**src/hw/rtl/leh_pkg.sv**
```systemverilog
// ----------------------------------------------------------------------------
// leh_pkg
// Shared widths, defaults and the saturating add for the layer energy sums.
// ----------------------------------------------------------------------------
package leh_pkg;

  localparam int LAYER_W        = 6;
  localparam int ADC_W          = 16;
  localparam int SUM_W          = 24;
  localparam int NUM_LAYERS_DEF = 50;

  localparam logic [SUM_W-1:0] SUM_MAX = {SUM_W{1'b1}};

  localparam logic ACT_ADD = 1'b0;
  localparam logic ACT_EOE = 1'b1;

  function automatic logic [SUM_W-1:0] sat_add(input logic [SUM_W-1:0] acc,
                                               input logic [ADC_W-1:0] val);
    logic [SUM_W:0] s;
    s = {1'b0, acc} + (SUM_W + 1)'(val);
    return s[SUM_W] ? SUM_MAX : s[SUM_W-1:0];
  endfunction

endpackage

```
**src/hw/rtl/layer_energy_histogram_sum.sv**
```systemverilog
// ----------------------------------------------------------------------------
// layer_energy_histogram_sum
// Per-event energy sums by detector layer plus an event total, read out
// in layer order at end of event and cleared during the readout.
// ----------------------------------------------------------------------------
//  channel  | handshake               | payload
//  ---------+-------------------------+-------------------------------------
//  command  | start, busy             | action_i, layer_number_i, adc_value_i
//  result   | result_valid_o (strobe) | is_total_o, layer_index_o,
//           |                         | energy_sum_o, last_o
//
//  an add item is taken every cycle while not busy; its layer sum is read from the ram,
//  updated and written back in the following cycle, with forwarding between
//  back-to-back adds to the same layer.
//  end of event holds busy through the readout: one ram read per layer,
//  then the total in the cycle after the last layer sum.
//  after reset all sums read as zero through per-layer valid flags, no
//  clearing pass; the receiver cannot stall, results go out one per cycle.
// ----------------------------------------------------------------------------
module layer_energy_histogram_sum #(
  parameter int NUM_LAYERS = leh_pkg::NUM_LAYERS_DEF
) (
  input  logic                         clk_i,
  input  logic                         rst_ni,
  input  logic                         start,
  output logic                         busy,
  input  logic                         action_i,
  input  logic [leh_pkg::LAYER_W-1:0]  layer_number_i,
  input  logic [leh_pkg::ADC_W-1:0]    adc_value_i,
  output logic                         result_valid_o,
  output logic                         is_total_o,
  output logic [leh_pkg::LAYER_W-1:0]  layer_index_o,
  output logic [leh_pkg::SUM_W-1:0]    energy_sum_o,
  output logic                         last_o
);

  import leh_pkg::*;

  localparam int IDX_W = (NUM_LAYERS > 1) ? $clog2(NUM_LAYERS) : 1;

  typedef enum logic [1:0] {
    ST_IDLE,
    ST_READ,
    ST_LAST,
    ST_TOTAL
  } state_e;

  state_e           state_q, state_d;
  logic [IDX_W-1:0] rd_idx_q, rd_idx_d;
  logic             lay_pend_q, lay_pend_d;
  logic [IDX_W-1:0] lay_idx_q, lay_idx_d;

  logic             s1_vld_q;
  logic [IDX_W-1:0] s1_idx_q;
  logic [ADC_W-1:0] s1_adc_q;
  logic             fwd_q;
  logic [SUM_W-1:0] fwd_data_q;
  logic [SUM_W-1:0] total_q;
  logic             vld_q [NUM_LAYERS];

  logic             accept;
  logic             add_acc;
  logic             in_range;
  logic [IDX_W-1:0] in_idx;
  logic [SUM_W-1:0] rdata;
  logic [SUM_W-1:0] old_sum;
  logic [SUM_W-1:0] new_sum;
  logic             ram_re;
  logic [IDX_W-1:0] ram_raddr;

  assign busy     = (state_q != ST_IDLE);
  assign accept   = start && !busy;
  assign in_range = (layer_number_i < LAYER_W'(NUM_LAYERS));
  assign in_idx   = layer_number_i[IDX_W-1:0];
  assign add_acc  = accept && (action_i == ACT_ADD) && in_range;

  assign ram_re    = add_acc || (state_q == ST_READ);
  assign ram_raddr = (state_q == ST_READ) ? rd_idx_q : in_idx;

  assign old_sum = fwd_q ? fwd_data_q : (vld_q[s1_idx_q] ? rdata : '0);
  assign new_sum = sat_add(old_sum, s1_adc_q);

  leh_ram #(
    .WIDTH (SUM_W),
    .DEPTH (NUM_LAYERS),
    .AW    (IDX_W)
  ) u_sums (
    .clk_i   (clk_i),
    .we_i    (s1_vld_q),
    .waddr_i (s1_idx_q),
    .wdata_i (new_sum),
    .re_i    (ram_re),
    .raddr_i (ram_raddr),
    .rdata_o (rdata)
  );

  always_comb begin
    state_d    = state_q;
    rd_idx_d   = rd_idx_q;
    lay_pend_d = 1'b0;
    lay_idx_d  = lay_idx_q;
    unique case (state_q)
      ST_IDLE: begin
        if (accept && (action_i == ACT_EOE)) begin
          state_d  = ST_READ;
          rd_idx_d = '0;
        end
      end
      ST_READ: begin
        lay_pend_d = 1'b1;
        lay_idx_d  = rd_idx_q;
        if (rd_idx_q == IDX_W'(NUM_LAYERS - 1)) begin
          state_d = ST_LAST;
        end else begin
          rd_idx_d = rd_idx_q + 1'b1;
        end
      end
      ST_LAST: begin
        state_d = ST_TOTAL;
      end
      ST_TOTAL: begin
        state_d = ST_IDLE;
      end
      default: begin
        state_d = ST_IDLE;
      end
    endcase
  end

  always_ff @(posedge clk_i or negedge rst_ni) begin
    if (!rst_ni) begin
      state_q    <= ST_IDLE;
      rd_idx_q   <= '0;
      lay_pend_q <= 1'b0;
      s1_vld_q   <= 1'b0;
      fwd_q      <= 1'b0;
      total_q    <= '0;
      for (int i = 0; i < NUM_LAYERS; i++) begin
        vld_q[i] <= 1'b0;
      end
    end else begin
      state_q    <= state_d;
      rd_idx_q   <= rd_idx_d;
      lay_pend_q <= lay_pend_d;
      s1_vld_q   <= add_acc;
      fwd_q      <= add_acc && s1_vld_q && (in_idx == s1_idx_q);
      if (s1_vld_q) begin
        vld_q[s1_idx_q] <= 1'b1;
      end
      if (accept && (action_i == ACT_ADD)) begin
        total_q <= sat_add(total_q, adc_value_i);
      end
      if (state_q == ST_TOTAL) begin
        total_q <= '0;
        for (int i = 0; i < NUM_LAYERS; i++) begin
          vld_q[i] <= 1'b0;
        end
      end
    end
  end

  always_ff @(posedge clk_i) begin
    lay_idx_q  <= lay_idx_d;
    fwd_data_q <= new_sum;
    if (add_acc) begin
      s1_idx_q <= in_idx;
      s1_adc_q <= adc_value_i;
    end
  end

  assign result_valid_o = lay_pend_q || (state_q == ST_TOTAL);
  assign is_total_o     = (state_q == ST_TOTAL);
  assign last_o         = (state_q == ST_TOTAL);
  assign layer_index_o  = (state_q == ST_TOTAL) ? '0 : LAYER_W'(lay_idx_q);
  assign energy_sum_o   = (state_q == ST_TOTAL) ? total_q
                        : (vld_q[lay_idx_q] ? rdata : '0);

endmodule

```
**src/hw/rtl/leh_ram.sv**
```systemverilog
// ----------------------------------------------------------------------------
// leh_ram
// Generic single-clock RAM, one write port and one registered read port.
// ----------------------------------------------------------------------------
module leh_ram #(
  parameter int WIDTH = 24,
  parameter int DEPTH = 50,
  parameter int AW    = (DEPTH > 1) ? $clog2(DEPTH) : 1
) (
  input  logic             clk_i,
  input  logic             we_i,
  input  logic [AW-1:0]    waddr_i,
  input  logic [WIDTH-1:0] wdata_i,
  input  logic             re_i,
  input  logic [AW-1:0]    raddr_i,
  output logic [WIDTH-1:0] rdata_o
);

  logic [WIDTH-1:0] mem [DEPTH];

  always_ff @(posedge clk_i) begin
    if (we_i) begin
      mem[waddr_i] <= wdata_i;
    end
    if (re_i) begin
      rdata_o <= mem[raddr_i];
    end
  end

endmodule

```
**config.mk**
```make
export PLATFORM = sky130hd
export DESIGN_NAME = layer_energy_histogram_sum
export DESIGN_NICKNAME = d
export VERILOG_FILES = /design/src/hw/rtl/leh_pkg.sv /design/src/hw/rtl/layer_energy_histogram_sum.sv /design/src/hw/rtl/leh_ram.sv
export SDC_FILE = /design/constraint.sdc
export NUM_CORES = 2
export LEC_CHECK = 0
export BUFFER_PORTS_ARGS = -buffer_cell sky130_fd_sc_hd__buf_4
export CAP_MARGIN = 40
export CORE_MARGIN = 1.5
export CORE_UTILIZATION = 57
export CTS_CLUSTER_DIAMETER = 60
export CTS_CLUSTER_SIZE = 10
export DETAILED_ROUTE_END_ITERATION = 7
export GPL_TIMING_DRIVEN = 0
export MAX_ROUTING_LAYER = met4
export PLACE_DENSITY = 0.73
export SETUP_SLACK_MARGIN = 0.02
export SYNTH_ARGS = -nofsm -noshare
export SYNTH_HDL_FRONTEND = slang
export SYNTH_SLANG_ARGS = --single-unit
```
**constraint.sdc**
```tcl
create_clock -name clk_i -period 7.03 [get_ports clk_i]
set_input_delay 1.406 -clock clk_i [delete_from_list [all_inputs] [get_ports clk_i]]
set_output_delay 1.406 -clock clk_i [all_outputs]
set_load 0.02 [all_outputs]
```
# == Word-level counts from Yosys, hierarchy flattened ==
# Memories as Yosys holds them, arrays and structs flattened. A register that Yosys moved wholly into a read port is not among the register bits.
# Index checks and enable logic that the tools add are counted.
# word_totals
output_inout_bits,34
input_bits,26
memories,1
regBits,137
ramBits,1200
wordCells,126
# memory_table
memory,words,word_bits,read_ports,rd_ports_with_merged_regs,wr,line,text
u_sums.mem,50,24,1,1,1,leh_ram.sv:19,logic [WIDTH-1:0] mem [DEPTH];
# classes
n_bitwise,4
n_reduce_logical,17
add_sub_neg,3
order_cmp,4
n_mux,29
eq_ne,8
# op_table
op,n
two-way mux 24 bit,8
two-way mux 50 bit,2
adder 24 x 16 -> 25 bit,2
bitwise OR 50 bit,1
two-way mux 6 bit,4
">= comparator 7 bit, second input constant",2
NOT 6 -> 7 bit,2
binary-select mux 1 bit (select 6 bit),2
case mux 6 bit (2 select lines),1
two-way mux 1 bit,8
case mux 2 bit (4 select lines),1
nonzero test 2 bit,4
logical AND 1 bit,7
"less-than comparator 7 x 1 -> 1 bit, second input constant",1
"adder 6 x 1 -> 6 bit, second input constant",1
demux 1 bit (select 6 bit),1
equality test 6 bit,1
"equality test 6 bit, second input constant",1
"less-than comparator 6 bit, second input constant",1
"equality test 2 bit, second input constant",2
two-way mux 2 bit,2
"!= test 2 bit, second input constant",2
AND reduction 3 bit,1
"equality test 2 x 1 -> 1 bit, second input constant",1
other kinds (6),7

# == Longest topological paths before layout ==
# logic_depth
ltp_word,8
ltp_mapped,24
ltp_nobuf,18

# == By module ==
# Synthesis repeated with hierarchy kept, for this count alone.
# unflattened
cells_unflattened,3244
area_unflattened_um2,55472.0
# by_module_without_submodules
module,n_inst,seq_area_each_um2,area_each_um2,cells_per_inst
leh_ram,1,36755.3,47381.7,2429
layer_energy_histogram_sum,1,3448.3,8090.3,815

# == Worst setup path after synthesis ==
# OpenSTA, ideal clock, no wires.
# synth_path
path_kind,reg2reg
start,reg s1_idx_q[0]
end,mem u_sums.mem[0][18] (data pin)
path_slack_ps,-64
path_buffers,3
path_stages_with_launch,22
arrival_ps,6479
period_less_slack_ps,7094
path_cell_list,edfxtp_1 -> buf_2 -> and2_1 -> mux4_2 -> o311ai_1 -> o211ai_1 -> or2_1 -> and2_1 -> clkbuf_1 -> buf_2 -> a22o_1 -> ha_1 -> inv_1 -> fa_1 -> nand2b_1 -> a21oi_1 -> o31a_1 -> o211a_1 -> o2111ai_1 -> a21oi_1 -> and3_1 -> o31ai_1
# synth_between
elab_chain_len,8
# synth_rtl
element,line,text
from (decl),layer_energy_histogram_sum.sv:54,logic [IDX_W-1:0] s1_idx_q;
from (signal assigned),layer_energy_histogram_sum.sv:166,s1_idx_q <= in_idx;
NOT 6 -> 7 bit (not written as such),layer_energy_histogram_sum.sv:80,assign old_sum = fwd_q ? fwd_data_q : (vld_q[s1_idx_q] ? rdata : '0);
binary-select mux 1 bit (select 6 bit),layer_energy_histogram_sum.sv:80,
two-way mux 1 bit (not written as such) (2 in series),layer_energy_histogram_sum.sv:80,
two-way mux 24 bit (2 in series),layer_energy_histogram_sum.sv:80,
adder 24 x 16 -> 25 bit,leh_pkg.sv:20,"s = {1'b0, acc} + (SUM_W + 1)'(val);"
two-way mux 24 bit,leh_pkg.sv:21,return s[SUM_W] ? SUM_MAX : s[SUM_W-1:0];
via new_sum[18],layer_energy_histogram_sum.sv:67,logic [SUM_W-1:0] new_sum;
to (decl),leh_ram.sv:19,
# The timed path passes the listed nets, and every way through them passes these cells. The select of a mux whose other input is x is not followed.

# == Final worst setup path ==
# layout_path
start,reg s1_idx_q[4]
end,mem u_sums.mem[16][9] (data pin)
# The elaborated chain is that of the path after synthesis.

==> results.ini <==
[status]
status = finished, final reports clean

[route]
vias = 30500
vias_per_cell = 6.70
drc = 0
detail_route.wl_per_cell_microns = 32.5
totalWireLength_microns = 148000
antenna_left = 0
drt_iter0_markers = 4523
dr.pass1.iters = 6

[global_route]
grt_pass1_wl_microns = 210000
grt_pass1_vias = 30200
grt-ovfl-total = 0
grt_max_degree = 70
antenna_found_initial = 14
grt.total_usage_pct = 31.2

[synthesis]
synth_xor_area_share_pct = 0.528
ys_top_cells_by_area = edfxtp_1, mux4_2, dfrtp_1
synthTopCellsByCount = edfxtp_1, mux4_2, nor2_1
syn_nets = 2960
synth_edf_count = 1252
ys_warn_count = 0
ys_ff_latch = 1361
syn_avg_cell_area_sq_um = 18.9
ys_seq_area_share_pct = 73.4
synth_top_area_share_pct = 68.6
synthFlopType = edfxtp_1
netlist_area_sq_mm = 0.0548
syn_inst = 2893
synth_mux_area_share_pct = 14.7
synth_top_family_by_area = multiplexers
synth_most_common_cell = edfxtp_1
synth_compound_area_share_pct = 4.35
yosys.area_share.simple_pct = 4.60
async_flop_share_pct = 6.25
synth.largest_area_cell = edfxtp_1
synth_cell_types = 67
synthAdderAreaFrac_pct = 0.964

[placement]
post-place-ws_ns = -0.199
place.gp.congestion = 0.961
dpl.cell_count = 4299
io_buffers = 59
hpwl_microns = 99800

[critical_path]
critPathCaptureType = flop
crit_required_ns = 7.57
worstPathArrival_ns = 7.42
path_class = reg2reg
critPathLaunch = s1_idx_q[4]
start_kind = flop
reg2reg_from = s1_idx_q[4]
cp_max_fo = 34

[floorplan]
die_h_microns = 313
die_w_microns = 313
dieArea_sq_mm = 0.0980
row_count = 113
core_area_sq_mm = 0.0952
start_util_pct = 57.6
io_pins = 60

[layout]
fillers = 5979
multiInputGateArea_sq_mm = 0.0144
final_nets = 3270
drive_above_1_share_pct = 25.6
final_cells = 4550
areaGrowthSynthToFinish_pct = 15.9
seqCellArea_sq_mm = 0.0402

[clock_tree]
clk_pin_slew_ns = 0.06
cts_root_buf = clkbuf_16
cts_tree = done
cts.sinks = 1361
cts_buffers = 155
clock_latency_ns = 0.76
clockBufferDepth = 3
h-tree-depth = 4
holdBufCountCts = 0

[pwr]
power_density_mw_per_mm2 = 367
vdd_ir_drop_max_mv = 0.262
fin_total_pwr_mw = 23.3
p_leak_nw = 21.0

[timing]
relSlewSlack_pct = 7.33
clock.fmax_mhz = 145
clock_skew_ns = 0.0269
hold_viol = 0
worst_pin_slew_ns = 1.38
slew_violations = 0
period_needed_ns = 6.88
period_share_pct = 97.9
setup_violations = 0
layout_setup_ws_ns = 0.151
rsz0062_at_grt = no
whs_ns = 0.465

[hold_path]
hp-class = reg2reg
hold_path.startpoint = rd_idx_q[3]

[run]
maxCapViolations = 0

[cell type report]
type / count / area share (%)
Tap cell: 1265 / 2.49
Inverter: 21 / 0.124
Buffer: 161 / 1.11
Clock buffer: 215 / 6.60
Timing Repair Buffer: 150 / 3.34
Multi-Input combinational cell: 1353 / 22.7
Clock inverter: 14 / 0.307
Sequential cell: 1361 / 63.3
Antenna cell: 10 / 0.0394
[where the power goes]
part | internal [mW] | switching [mW] | leakage [nW]
clock network | 4.12 | 3.07 | 2.12
logic | 2.34 | 4.03 | 6.20
registers | 9.54 | 0.224 | 12.7
[sequential cells by signal, indices dropped and copies added (netlist names), 2 cells and up]
name,cells
u_sums.rdata_o,24
fwd_data_q,24
vld_q,50
rd_idx_q,6
s1_adc_q,16
state_q,2
lay_idx_q,6
s1_idx_q,6
u_sums.mem,1200
total_q,24
[routing by layer]
| metal | GRT usage (%) | vias up | wire (microns) |
|---|---|---|---|
| li1 | - | 12400 | - |
| met1 | 43.1 | 15800 | 56100 |
| met2 | 45.8 | 2012 | 68100 |
| met3 | 5.86 | 327 | 15600 |
| met4 | 14.4 | 0 | 8060 |
| met5 | - | - | 0 |
[cell usage in the layout, fill, tap and decap left out, drive strengths merged, types with 4 or more instances in the layout]
master / netlist / routed
a211oi: 88 / 88
mux2: 35 / 35
and2: 76 / 76
nand2b: 12 / 12
a31oi: 78 / 78
o21bai: 4 / 4
mux2i: 18 / 18
mux4: 333 / 333
inv: 21 / 29
or2: 5 / 5
a21o: 7 / 7
o21ai: 29 / 32
diode: 0 / 10
nand3b: 5 / 5
a21oi: 30 / 30
o21a: 11 / 11
dfrtp: 85 / 85
xor2: 16 / 16
buf: 71 / 219
and3: 10 / 10
dfxtp: 24 / 24
nor3: 18 / 18
nor2b: 17 / 17
a311oi: 11 / 11
nand2: 183 / 183
nand4: 8 / 8
or3: 5 / 5
nand3: 16 / 16
edfxtp: 1252 / 1252
o211ai: 7 / 7
a22o: 41 / 41
ha: 39 / 39
nor2: 192 / 192
xnor2: 17 / 17
clkinv: 0 / 6
clkbuf: 90 / 307
a211o: 4 / 4
[worst paths after layout]
kind                                      to  slack [ns]  cells after the start
max                        u_sums.mem[16][9]        0.15                     22
min                             lay_idx_q[3]        0.47                      0
max reg2reg                u_sums.mem[16][9]        0.15                     22
min reg2reg                     lay_idx_q[3]        0.47                      0
max in group asynchronous          vld_q[42]        5.81                      2
min in group asynchronous        total_q[15]        0.53                      1
[what timing repair did]
action | 4_1_cts | 5_1_grt
endpoints found under the setup margin | 97 | 899
gates resized for setup | 1 | 24
cloned | 0 | 3
pin swaps | 1 | 1
setup buffers | 3 | 1
[stage by stage]
stage	area, sq um	utilization [%]	setup TNS (ns)
after CTS	63200	66.5	0
after detailed placement	58800	61.8	-10.28
after global routing	63500	66.7	0
final	63500	66.7	0
after floorplan	54800	-	0
after global placement	56800	59.7	-1448.72
[worst max-delay path: stages, from the launching register on]
cell       delay (ns)
edfxtp_1         0.35
clkbuf_1         0.24
nand3b_1         0.72
a211o_1          0.46
o211ai_1         0.33
or2_1            0.21
and2_1           0.15
clkbuf_1         0.30
buf_2            0.30
a22o_1           0.17
ha_1             0.19
inv_1            0.07
fa_1             0.42
nand2b_1         0.21
a21oi_4          0.35
o31a_1           0.28
o211a_1          0.24
o2111ai_2        0.25
nand2_1          0.12
nand4_1          0.28
buf_4            0.36
nand2_4          0.30
buf_12           0.25
[logic make-up after synthesis]
kind of cell,Yosys count
AO/OA/AOI/OAI,335
XOR/XNOR,33
adder cells (fa/ha/maj),41
buffers and inverters,182
flip-flops,1361
multiplexers,386
AND/OR/NAND/NOR,555
Note: power is estimated with default switching activity, not from simulation.
